$ cat src/hw/rtl/dofq_pkg.sv
package dofq_pkg;

	// Storage geometry. The ring depth is a power of two so pointers wrap naturally.
	localparam int QUEUE_DEPTH = 16;
	localparam int PTR_W       = $clog2(QUEUE_DEPTH);
	localparam int LVL_W       = $clog2(QUEUE_DEPTH + 1);
	localparam int FRAME_W     = 64;
	localparam int CNT_W       = 32;
	localparam int CAP_W       = 5;
	localparam int OP_W        = 2;
	localparam int CFG_IDX_W   = 1;
	localparam int CFG_DATA_W  = 5;

	// Result word: frame, dropped flag, fill level and three counters, padded to bytes.
	localparam int RES_BITS = FRAME_W + 1 + LVL_W + 3 * CNT_W;
	localparam int TDATA_W  = ((RES_BITS + 7) / 8) * 8;

	typedef enum logic [OP_W-1:0] {
		OP_PUSH  = 2'd0,
		OP_POP   = 2'd1,
		OP_CLEAR = 2'd2,
		OP_NONE  = 2'd3
	} opcode_t;

	typedef enum logic [CFG_IDX_W-1:0] {
		REG_POLICY_MODE    = 1'b0,
		REG_QUEUE_CAPACITY = 1'b1
	} cfg_reg_t;

	localparam logic MODE_LATEST  = 1'b0;
	localparam logic MODE_BOUNDED = 1'b1;

	// Everything of a result except the frame, which arrives from the ring memory.
	typedef struct packed {
		logic             pop_valid;
		logic             dropped_now;
		logic [LVL_W-1:0] fill_level;
		logic [CNT_W-1:0] pushed_total;
		logic [CNT_W-1:0] popped_total;
		logic [CNT_W-1:0] dropped_total;
	} result_t;

endpackage

$ cat src/hw/rtl/drop_oldest_frame_queue.sv
// Frame descriptor queue with a drop-oldest policy.
// Input words arrive on s_axis: tuser carries the opcode (push, pop, clear) and
// tdata carries the frame descriptor stored by a push. Each accepted word gives
// exactly one result word on m_axis: tuser is the pop-valid flag, tdata holds
// the popped frame, the drop flag of this push, the fill level and the pushed,
// popped and dropped counters.
// The descriptors live in a 16-entry ring memory with a registered read.
// Pointers, fill level and counters are updated at the edge that accepts a word,
// so the next word sees them at once; one word is taken every cycle while the
// receiver keeps up. A result passes through the ring read and the read stage,
// then through the output register, before it appears on m_axis.
// When the receiver stalls, the output register holds its word, the read stage
// behind it holds one more, and s_axis_tready drops until the output moves.
// Reset clears pointers, fill level and counters, sets bounded mode with a
// capacity of 16 and empties both stages; the ring contents are not cleared.
// Configuration writes through cfg_we/cfg_index/cfg_data take effect at once
// and are meant for an idle block; software issues a clear after reconfiguring.
module drop_oldest_frame_queue
	import dofq_pkg::*;
(
	input  logic                  clk,
	input  logic                  arst_n,
	// Configuration write port.
	input  logic                  cfg_we,
	input  logic [CFG_IDX_W-1:0]  cfg_index,
	input  logic [CFG_DATA_W-1:0] cfg_data,
	// Input words.
	input  logic                  s_axis_tvalid,
	output logic                  s_axis_tready,
	input  logic [FRAME_W-1:0]    s_axis_tdata,  // [63:0] frame_data
	input  logic [OP_W-1:0]       s_axis_tuser,  // [1:0] opcode
	// Result words.
	output logic                  m_axis_tvalid,
	input  logic                  m_axis_tready,
	// [63:0] frame_out, [64] dropped_now, [69:65] fill_level, [101:70] pushed_total,
	// [133:102] popped_total, [165:134] dropped_total, [167:166] zero
	output logic [TDATA_W-1:0]    m_axis_tdata,
	output logic [0:0]            m_axis_tuser   // [0] pop_valid
);

	logic             mode_q;
	logic [CAP_W-1:0] cap_q;
	logic [PTR_W-1:0] rd_ptr_q;
	logic [LVL_W-1:0] count_q;
	logic [CNT_W-1:0] push_cnt_q;
	logic [CNT_W-1:0] pop_cnt_q;
	logic [CNT_W-1:0] drop_cnt_q;

	logic             s1_valid_q;
	result_t          res_s1;
	logic             out_valid_q;
	result_t          out_res_q;
	logic [FRAME_W-1:0] out_frame_q;

	logic             accept;
	logic             out_free;
	opcode_t          op;
	logic [LVL_W-1:0] cap_eff;
	logic             bound_drop;
	logic [PTR_W-1:0] ptr_after_drop;
	logic [LVL_W-1:0] cnt_after_drop;

	logic [PTR_W-1:0] rd_ptr_d;
	logic [LVL_W-1:0] count_d;
	logic [CNT_W-1:0] push_cnt_d;
	logic [CNT_W-1:0] pop_cnt_d;
	logic [CNT_W-1:0] drop_cnt_d;
	logic             pop_hit;
	logic             drop_hit;
	logic             ram_we;
	logic [PTR_W-1:0] ram_waddr;
	logic             ram_re;
	logic [FRAME_W-1:0] ram_rdata;

	// Handshake: the read stage empties whenever the output register can take a word.
	assign out_free      = !out_valid_q || m_axis_tready;
	assign s_axis_tready = !s1_valid_q || out_free;
	assign accept        = s_axis_tvalid && s_axis_tready;
	assign op            = opcode_t'(s_axis_tuser);

	// Effective capacity: zero counts as one, values above the depth as the depth.
	always_comb begin
		if (cap_q == '0) begin
			cap_eff = LVL_W'(1);
		end else if (LVL_W'(cap_q) > LVL_W'(QUEUE_DEPTH)) begin
			cap_eff = LVL_W'(QUEUE_DEPTH);
		end else begin
			cap_eff = LVL_W'(cap_q);
		end
	end

	// Bounded push onto a full queue first retires the oldest entry.
	assign bound_drop     = (count_q >= cap_eff) && (count_q != '0);
	assign ptr_after_drop = bound_drop ? rd_ptr_q + PTR_W'(1) : rd_ptr_q;
	assign cnt_after_drop = bound_drop ? count_q - LVL_W'(1) : count_q;

	// Next state of pointer, fill level and counters, plus the ring access.
	always_comb begin
		rd_ptr_d   = rd_ptr_q;
		count_d    = count_q;
		push_cnt_d = push_cnt_q;
		pop_cnt_d  = pop_cnt_q;
		drop_cnt_d = drop_cnt_q;
		pop_hit    = 1'b0;
		drop_hit   = 1'b0;
		ram_we     = 1'b0;
		ram_waddr  = rd_ptr_q;
		ram_re     = 1'b0;
		unique case (op)
			OP_PUSH: begin
				push_cnt_d = push_cnt_q + CNT_W'(1);
				ram_we     = accept;
				if (mode_q == MODE_LATEST) begin
					drop_hit  = (count_q != '0);
					count_d   = LVL_W'(1);
					ram_waddr = rd_ptr_q;
				end else begin
					drop_hit  = bound_drop;
					rd_ptr_d  = ptr_after_drop;
					count_d   = cnt_after_drop + LVL_W'(1);
					ram_waddr = ptr_after_drop + cnt_after_drop[PTR_W-1:0];
				end
				if (drop_hit) begin
					drop_cnt_d = drop_cnt_q + CNT_W'(1);
				end
			end
			OP_POP: begin
				if (count_q != '0) begin
					pop_hit   = 1'b1;
					ram_re    = accept;
					rd_ptr_d  = rd_ptr_q + PTR_W'(1);
					count_d   = count_q - LVL_W'(1);
					pop_cnt_d = pop_cnt_q + CNT_W'(1);
				end
			end
			OP_CLEAR: begin
				rd_ptr_d = '0;
				count_d  = '0;
			end
			default: begin
			end
		endcase
	end

	// Ring of frame descriptors.
	dofq_ram #(
		.WIDTH (FRAME_W),
		.DEPTH (QUEUE_DEPTH)
	) u_ring (
		.clk   (clk),
		.we    (ram_we),
		.waddr (ram_waddr),
		.wdata (s_axis_tdata),
		.re    (ram_re),
		.raddr (rd_ptr_q),
		.rdata (ram_rdata)
	);

	// Configuration registers.
	always_ff @(posedge clk or negedge arst_n) begin
		if (!arst_n) begin
			mode_q <= MODE_BOUNDED;
			cap_q  <= CAP_W'(QUEUE_DEPTH);
		end else if (cfg_we) begin
			unique case (cfg_reg_t'(cfg_index))
				REG_POLICY_MODE:    mode_q <= cfg_data[0];
				REG_QUEUE_CAPACITY: cap_q  <= cfg_data[CAP_W-1:0];
				default: begin
				end
			endcase
		end
	end

	// Queue state is committed at the accepting edge.
	always_ff @(posedge clk or negedge arst_n) begin
		if (!arst_n) begin
			rd_ptr_q   <= '0;
			count_q    <= '0;
			push_cnt_q <= '0;
			pop_cnt_q  <= '0;
			drop_cnt_q <= '0;
		end else if (accept) begin
			rd_ptr_q   <= rd_ptr_d;
			count_q    <= count_d;
			push_cnt_q <= push_cnt_d;
			pop_cnt_q  <= pop_cnt_d;
			drop_cnt_q <= drop_cnt_d;
		end
	end

	// Read stage: waits for the ring read data alongside the rest of the result.
	always_ff @(posedge clk or negedge arst_n) begin
		if (!arst_n) begin
			s1_valid_q <= 1'b0;
		end else if (accept) begin
			s1_valid_q <= 1'b1;
		end else if (out_free) begin
			s1_valid_q <= 1'b0;
		end
	end

	always_ff @(posedge clk) begin
		if (accept) begin
			res_s1.pop_valid     <= pop_hit;
			res_s1.dropped_now   <= drop_hit;
			res_s1.fill_level    <= count_d;
			res_s1.pushed_total  <= push_cnt_d;
			res_s1.popped_total  <= pop_cnt_d;
			res_s1.dropped_total <= drop_cnt_d;
		end
	end

	// Output register.
	always_ff @(posedge clk or negedge arst_n) begin
		if (!arst_n) begin
			out_valid_q <= 1'b0;
		end else if (out_free) begin
			out_valid_q <= s1_valid_q;
		end
	end

	always_ff @(posedge clk) begin
		if (out_free && s1_valid_q) begin
			out_res_q   <= res_s1;
			out_frame_q <= res_s1.pop_valid ? ram_rdata : '0;
		end
	end

	assign m_axis_tvalid = out_valid_q;
	assign m_axis_tuser  = out_res_q.pop_valid;
	assign m_axis_tdata  = TDATA_W'({out_res_q.dropped_total, out_res_q.popped_total,
		out_res_q.pushed_total, out_res_q.fill_level, out_res_q.dropped_now, out_frame_q});

	// The fill level never exceeds the ring depth.
	a_level_bound: assert property (@(posedge clk) disable iff (!arst_n)
		count_q <= LVL_W'(QUEUE_DEPTH))
		else $error("fill level above ring depth");

	// A pop never reports a drop.
	a_pop_no_drop: assert property (@(posedge clk) disable iff (!arst_n)
		m_axis_tvalid && m_axis_tuser[0] |-> !m_axis_tdata[FRAME_W])
		else $error("pop result flags a drop");

	// A full read stage behind a stalled output blocks the input.
	a_stall_blocks: assert property (@(posedge clk) disable iff (!arst_n)
		s1_valid_q && out_valid_q && !m_axis_tready |-> !s_axis_tready)
		else $error("input taken while both stages are full");

	// An accepted clear leaves the queue empty.
	a_clear_empties: assert property (@(posedge clk) disable iff (!arst_n)
		accept && op == OP_CLEAR |=> count_q == '0 && rd_ptr_q == '0)
		else $error("clear did not empty the queue");

endmodule

$ cat src/hw/rtl/dofq_ram.sv
module dofq_ram #(
	parameter int WIDTH = 64,
	parameter int DEPTH = 16
) (
	input  logic                     clk,
	input  logic                     we,
	input  logic [$clog2(DEPTH)-1:0] waddr,
	input  logic [WIDTH-1:0]         wdata,
	input  logic                     re,
	input  logic [$clog2(DEPTH)-1:0] raddr,
	output logic [WIDTH-1:0]         rdata
);

	logic [WIDTH-1:0] mem_q [DEPTH];
	logic [WIDTH-1:0] rdata_q;

	// One write port and one registered read port; read data holds between reads.
	always_ff @(posedge clk) begin
		if (we) begin
			mem_q[waddr] <= wdata;
		end
		if (re) begin
			rdata_q <= mem_q[raddr];
		end
	end

	assign rdata = rdata_q;

endmodule
$ cat config.mk
export PLATFORM = sky130hd
export DESIGN_NAME = drop_oldest_frame_queue
export DESIGN_NICKNAME = d
export VERILOG_FILES = /design/src/hw/rtl/dofq_pkg.sv /design/src/hw/rtl/drop_oldest_frame_queue.sv /design/src/hw/rtl/dofq_ram.sv
export SDC_FILE = /design/constraint.sdc
export NUM_CORES = 1
export LEC_CHECK = 0
export ABC_CLOCK_PERIOD_IN_PS = 6500
export BUFFER_PORTS_ARGS = -buffer_cell sky130_fd_sc_hd__buf_2
export CAP_MARGIN = 25
export CORE_MARGIN = 5
export CORE_UTILIZATION = 30
export CTS_CLUSTER_DIAMETER = 40
export CTS_CLUSTER_SIZE = 10
export DETAILED_ROUTE_END_ITERATION = 12
export PLACE_DENSITY = 0.5
export SYNTH_ARGS = -nofsm -noshare
export SYNTH_HDL_FRONTEND = slang
export SYNTH_SLANG_ARGS = --single-unit
export TNS_END_PERCENT = 100
$ cat constraint.sdc
create_clock -name clk -period 6.5 [get_ports clk]
set_input_delay 1.3 -clock clk [delete_from_list [all_inputs] [get_ports clk]]
set_output_delay 1.3 -clock clk [all_outputs]
set_load 0.02 [all_outputs]
==> After elaboration in Yosys (flattened, before gate mapping) <==
Memory sizes are Yosys's and may differ from the RTL's. A register that Yosys moved wholly into a read port is not among the register bits.
Cells that the tools add are included.
{ "totals": {"ff_bits": 383, "latchBits": 0, "ramBits": 1024, "rom_bits": 0, "input_bits": 77, "out_inout_bits": 171, "n_memories": 1} }
{ "mem_list": {"columns": ["name", "words", "word_bits", "read_ports", "rd_ports_with_merged_regs", "write_ports", "line_no", "rtl"], "rows": [
  ["u_ring.mem_q", 16, 64, 1, 1, 1, "dofq_ram.sv:14", "logic [WIDTH-1:0] mem_q [DEPTH];"]
]} }
{ "classes": {"n_addsub": 7, "mul": 0, "div": 0, "order_cmp": 2, "eq_ne": 4, "n_shift": 0, "n_mux": 27, "bitwise": 1, "reduce_logical": 15} }
{ "ops": {"columns": ["operator", "n"], "rows": [
  ["$mux 32", 5],
  ["$add 32x1->32 const B", 3],
  ["$mux 5", 5],
  ["$mux 4", 5],
  ["$pmux 5 s3", 1],
  ["$pmux 4 s3", 1],
  ["$mux 1", 10],
  ["$add 5x1->5 const B", 1],
  ["$ge 5x5->1", 1],
  ["$gt 5x5->1 const B", 1],
  ["$logic_not 5->1", 1],
  ["$reduce_bool 5->1", 1],
  ["$sub 5x1->5 const B", 1],
  ["$add 4x1->4 const B", 1],
  ["$add 4x4->4", 1],
  ["$ne 2x2->1 const B", 2],
  ["$reduce_and 2->1", 2],
  ["$reduce_and 4->1", 1],
  ["$logic_and 1x1->1", 3],
  ["$reduce_bool 3->1", 1],
  ["$eq 2x1->1 const B", 1],
  ["$eq 2x2->1 const B", 1],
  ["$logic_not 1->1", 2],
  ["$logic_not 2->1", 1],
  ["3 further kinds", 4]
]} }

==> Logic depth before layout (Yosys ltp) <==
{ "logic_depth": {"word_depth": 9, "depth_mapped": 19, "ltp_nobuf": 17} }

==> Cells and area by module <==
Synthesis repeated with hierarchy kept, for this count alone.
{ "unflattened": {"hier_cells": 2798, "area_unflattened_um2": 56053.8} }
{ "modules_own_cells": {"columns": ["module", "n_inst", "cells_each", "area_per_inst_um2", "seq_area_each_um2"], "rows": [
  ["dofq_ram", 1, 1647, 40222.3, 32671.3],
  ["drop_oldest_frame_queue", 1, 1151, 15831.4, 10938.0]
]} }

==> Worst setup path before layout <==
No wires, ideal clock.
{ "synth_timing": {"path_kind": "reg2reg", "from": "reg count_q[0]", "to": "mem u_ring.mem_q[1][0] (enable)", "setup_ns": 0.486, "arrival_ns": 6.218, "required_time_ns": 6.014, "path_slack_ns": -0.205, "path_stages_with_launch": 18, "path_buffers": 2, "synth_period_minus_slack_ns": 6.705, "path_cell_list": "dfrtp_1 > clkbuf_1 > inv_1 > ha_1 > nor2b_1 > o21ai_2 > a21o_1 > clkbuf_1 > nor2_1 > a21o_1 > fa_1 > mux2i_1 > nand3_1 > nor2_1 > nand3_1 > a31oi_1 > nor3_2 > nor2_1"} }
{ "synth_between": {"elab_chain_len": 6} }
{ "synth_rtl": {"columns": ["element", "line_no", "rtl"], "rows": [
  ["start, declared", "drop_oldest_frame_queue.sv:44", "logic [LVL_W-1:0] count_q;"],
  ["start signal, assigned", "drop_oldest_frame_queue.sv:184", "count_q <= count_d;"],
  ["$ge 5x5->1 / $reduce_bool 5->1 (equally long branches)", "drop_oldest_frame_queue.sv:93", "assign bound_drop = (count_q >= cap_eff) && (count_q != '0);"],
  ["$logic_and 1x1->1", "drop_oldest_frame_queue.sv:93", null],
  ["$mux 4 / $mux 5 (equally long branches)", "drop_oldest_frame_queue.sv:94, drop_oldest_frame_queue.sv:95", null],
  ["$add 4x4->4 (*)", "drop_oldest_frame_queue.sv:121", "ram_waddr = ptr_after_drop + cnt_after_drop[PTR_W-1:0];"],
  ["$mux 4 (*)", "drop_oldest_frame_queue.sv:113", "if (mode_q == MODE_LATEST) begin"],
  ["$mux 4 (*)", "drop_oldest_frame_queue.sv:109", "unique case (op)"],
  ["end, declared", "dofq_ram.sv:14", null]
]} }
Mark *: on every way between the ends. The rest lies on a longest branch, timed or not.

==> Final worst setup path <==
{ "layout_timing": {"from": "reg count_q[0]", "to": "mem u_ring.mem_q[10][9] (enable)"} }
Same word-level chain as after synthesis.

==> results.py <==
metrics = {
    "worst_setup_path": {
        "worstPathArrival_ns": 6.27,
        "required_ns": 6.97,
        "crit_end": "u_ring.mem_q[10][9]$_DFFE_PP_",
        "start_kind": "flop",
        "ff2ff_path_depth": 16,
        "cp-end-kind": "flop",
        "r2r_start": "count_q[0]$_DFFE_PN0P_",
        "cp-startpoint": "count_q[0]$_DFFE_PN0P_",
        "crit_path_max_fanout": 25,
        "worst-r2r-setup-slack_ns": 0.71,
        "reg2reg_to": "u_ring.mem_q[10][9]$_DFFE_PP_",
        "crit_type": "flop to flop",
    },
    "timing": {
        "slew_headroom_pct": 26.9,
        "setup_viol": 0,
        "min_period_ns": 5.79,
        "hold_ws_ns": 0.400,
        "final-hold-violation-count": 0,
        "drv_slew": 0,
        "fin_crit_sh_pct": 89.1,
        "fin_skew_ns": 0.0826,
        "worstMarginPinSlew_ns": 1.10,
        "max_freq_mhz": 173,
        "rsz0062_at_grt": "false",
    },
    "route": {
        "finalWirelength_um": 130000,
        "firstDrtPassIters": 5,
        "vias_per_cell": 4.61,
        "first_iter_violations": 1919,
        "vias": 26600,
        "detail-route-antenna-nets": 0,
        "drcViolationCount": 0,
        "routedWlPerCell_um": 22.5,
    },
    "synth": {
        "synthFlopType": "edfxtp_1",
        "synth.yosys.seq_area_share_pct": 77.0,
        "avgSynthCellArea_um2": 20.8,
        "synth_edf_count": 1358,
        "synth_top_area_cell": "edfxtp_1",
        "synth_compound_area_share_pct": 0.776,
        "synthesis.area_mm2": 0.0566,
        "synth_adder_area_share_pct": 0.411,
        "ys_top_cells_by_area": "edfxtp_1 72%, mux4_2 13%, dfrtp_1 4.9%",
        "synthSimpleGateAreaFrac_pct": 4.46,
        "synth_xor_area_share_pct": 3.07,
        "synth-seq-cells": 1471,
        "muxShareOfSynthArea_pct": 13.1,
        "synth_top_family_by_area": "multiplexers",
        "yosysWarnings": 0,
        "synth_top_area_share_pct": 72.0,
        "syn_inst": 2726,
        "synth_cell_type_count": 70,
        "synth-async-reset-ratio_pct": 7.68,
    },
    "pwr": {
        "p_sw_mw": 7.58,
        "cellPowerDensity_mw_per_mm2": 413,
        "leakage_nw": 23.0,
        "power_frac_comb_pct": 18.4,
        "clkPwrFrac_pct": 40.7,
        "peakVddDrop_v": 0.000263,
        "p_int_mw": 20.7,
        "seq_power_share_pct": 40.9,
        "switching_share_pct": 26.8,
        "fin_total_pwr_mw": 28.3,
    },
    "clock_tree": {
        "cts_root_buf": "clkbuf_16",
        "cts_resized": 0,
        "insertion_delay_ns": 0.84,
        "ctsHoldBuffers": 0,
        "cts_tree": "built",
        "h-tree-depth": 4,
        "clockBufferDepth": 3,
        "path_clk_slew_ns": 0.05,
        "cts-buffers-inserted": 217,
        "cts.sinks": 1471,
        "cts_setup_buffers": 0,
    },
    "grt": {
        "antenna_found_initial": 23,
        "grt_pass1_vias": 28200,
        "overflow": 0,
        "grt_start_max_net_pins": 136,
        "grtUsageTotal_pct": 13.1,
        "grt_pass1_wl_um": 193000,
    },
    "final_layout": {
        "post-route-util_pct": 36.4,
        "final_cell_mix": "1,358 x edfxtp_1, 320 x mux4_2, 244 x buf_2, 217 x clkbuf_16, 123 x nand2_1",
        "n_fill_cell": 17300,
        "fin_area_mm2": 0.0685,
        "drive_gt1_share_pct": 30.6,
        "fin_cells": 5778,
        "layout_commonest_cell": "edfxtp_1",
        "syn2layout_area_growth_pct": 20.9,
        "nets": 3215,
    },
    "place": {
        "placed_cell_area_mm2": 0.0611,
        "portBuffers": 245,
        "place_inst": 5395,
        "dp_hpwl_um": 76800,
        "routabilityCongestion": 0.744,
    },
    "job": {
        "cap_violations": 0,
    },
    "die": {
        "rows": 159,
        "pin_count": 248,
        "dieArea_mm2": 0.197,
        "die_y_um": 444,
        "core_mm2": 0.188,
        "die_w_um": 444,
        "start_util_pct": 30.1,
    },
    "run_status": {
        "status": "finished clean",
    },
    "worst_hold_path": {
        "hold_path.class": "flop to flop",
    },
}
## stage by stage
stage,setup WS (ns),TNS (ns)
global route,0.224,0
detailed placement,0.686,0
global placement,0.762,0
CTS,0.724,0
floorplan,-0.196,-76.05
finish,0.708,0
## worst min-delay path by stage
stage                         startpoint                     endpoint  cells past startpoint
floorplan           res_s1[94]$_DFFE_PP_  m_axis_tdata[100]$_DFFE_PP_                      0
global placement    res_s1[18]$_DFFE_PP_  m_axis_tdata[152]$_DFFE_PP_                      0
detailed placement  res_s1[48]$_DFFE_PP_  m_axis_tdata[118]$_DFFE_PP_                      0
CTS                 res_s1[49]$_DFFE_PP_  m_axis_tdata[119]$_DFFE_PP_                      0
global route        res_s1[49]$_DFFE_PP_  m_axis_tdata[119]$_DFFE_PP_                      0
finish              res_s1[49]$_DFFE_PP_  m_axis_tdata[119]$_DFFE_PP_                      0
## layout make-up
| type | count | area [um2] | area share [%] |
|---|---|---|---|
| multi-input combinational | 1113 | 12500 | 18.3 |
| tap | 2495 | 3120 | 4.56 |
| clock inverter | 129 | 1730 | 2.53 |
| timing repair buffer | 300 | 1840 | 2.69 |
| sequential | 1471 | 43600 | 63.7 |
| clock buffer | 242 | 5530 | 8.08 |
| antenna | 11 | 27.5 | 0.0402 |
| inverter | 17 | 71.3 | 0.104 |
## flip-flops by register name (all words and copies together) (netlist names), 4 cells and up
name	count
u_ring.mem_q	1024
res_s1	103
cap_q	5
count_q	5
u_ring.rdata	64
out_frame_q	64
rd_ptr_q	4
push_cnt_q	32
pop_cnt_q	32
m_axis_tdata	102
drop_cnt_q	32
## power by group through the flow
stage               Clock (mW)  Combinational [mW]  Sequential [mW]
CTS                       11.8                5.36             11.6
detailed placement           0                5.33             11.8
global placement             0                5.35             11.8
global route              12.3                5.59             11.6
floorplan                    0                3.60             11.7
finish                    11.5                5.19             11.6
## synth_stat cells (39+ instances only)
master,n
and2_1,74
buf_2,41
clkbuf_1,74
dfrtp_1,111
edfxtp_1,1358
mux4_2,320
nand2_1,123
nand3_1,66
nand4_1,39
nor2_1,109
xnor2_1,111
xor2_1,84
## per-layer routing
metal	routed length [um]	track usage, %	share of wire (%)
met5	41	0	0.032
met4	2760	3.96	2.1
met2	66400	22.4	51
met3	5920	2.86	4.6
met1	55000	16.7	42
## cells by family after synthesis
logic type	after synthesis
flops	1471
buf+inv	143
other cells	1
xor+xnor	197
compound gates	61
fa+ha+maj	18
simple gates	494
mux	341
## worst max-delay path, cell delays in order (launching register included)
cell     delay [ns]
dfrtp_1        0.58
inv_1          0.20
ha_1           0.32
nor4b_4        0.18
nor2_1         0.25
a21o_1         0.62
nand2_1        0.15
xnor2_1        0.16
ha_1           0.36
a21oi_1        0.26
nand2_1        0.36
nor2_1         0.20
mux2i_1        0.09
a31oi_1        0.23
nor3_2         0.15
nor2_4         0.79
buf_4          0.53
No activity file was read; power rests on OpenSTA's default activity.
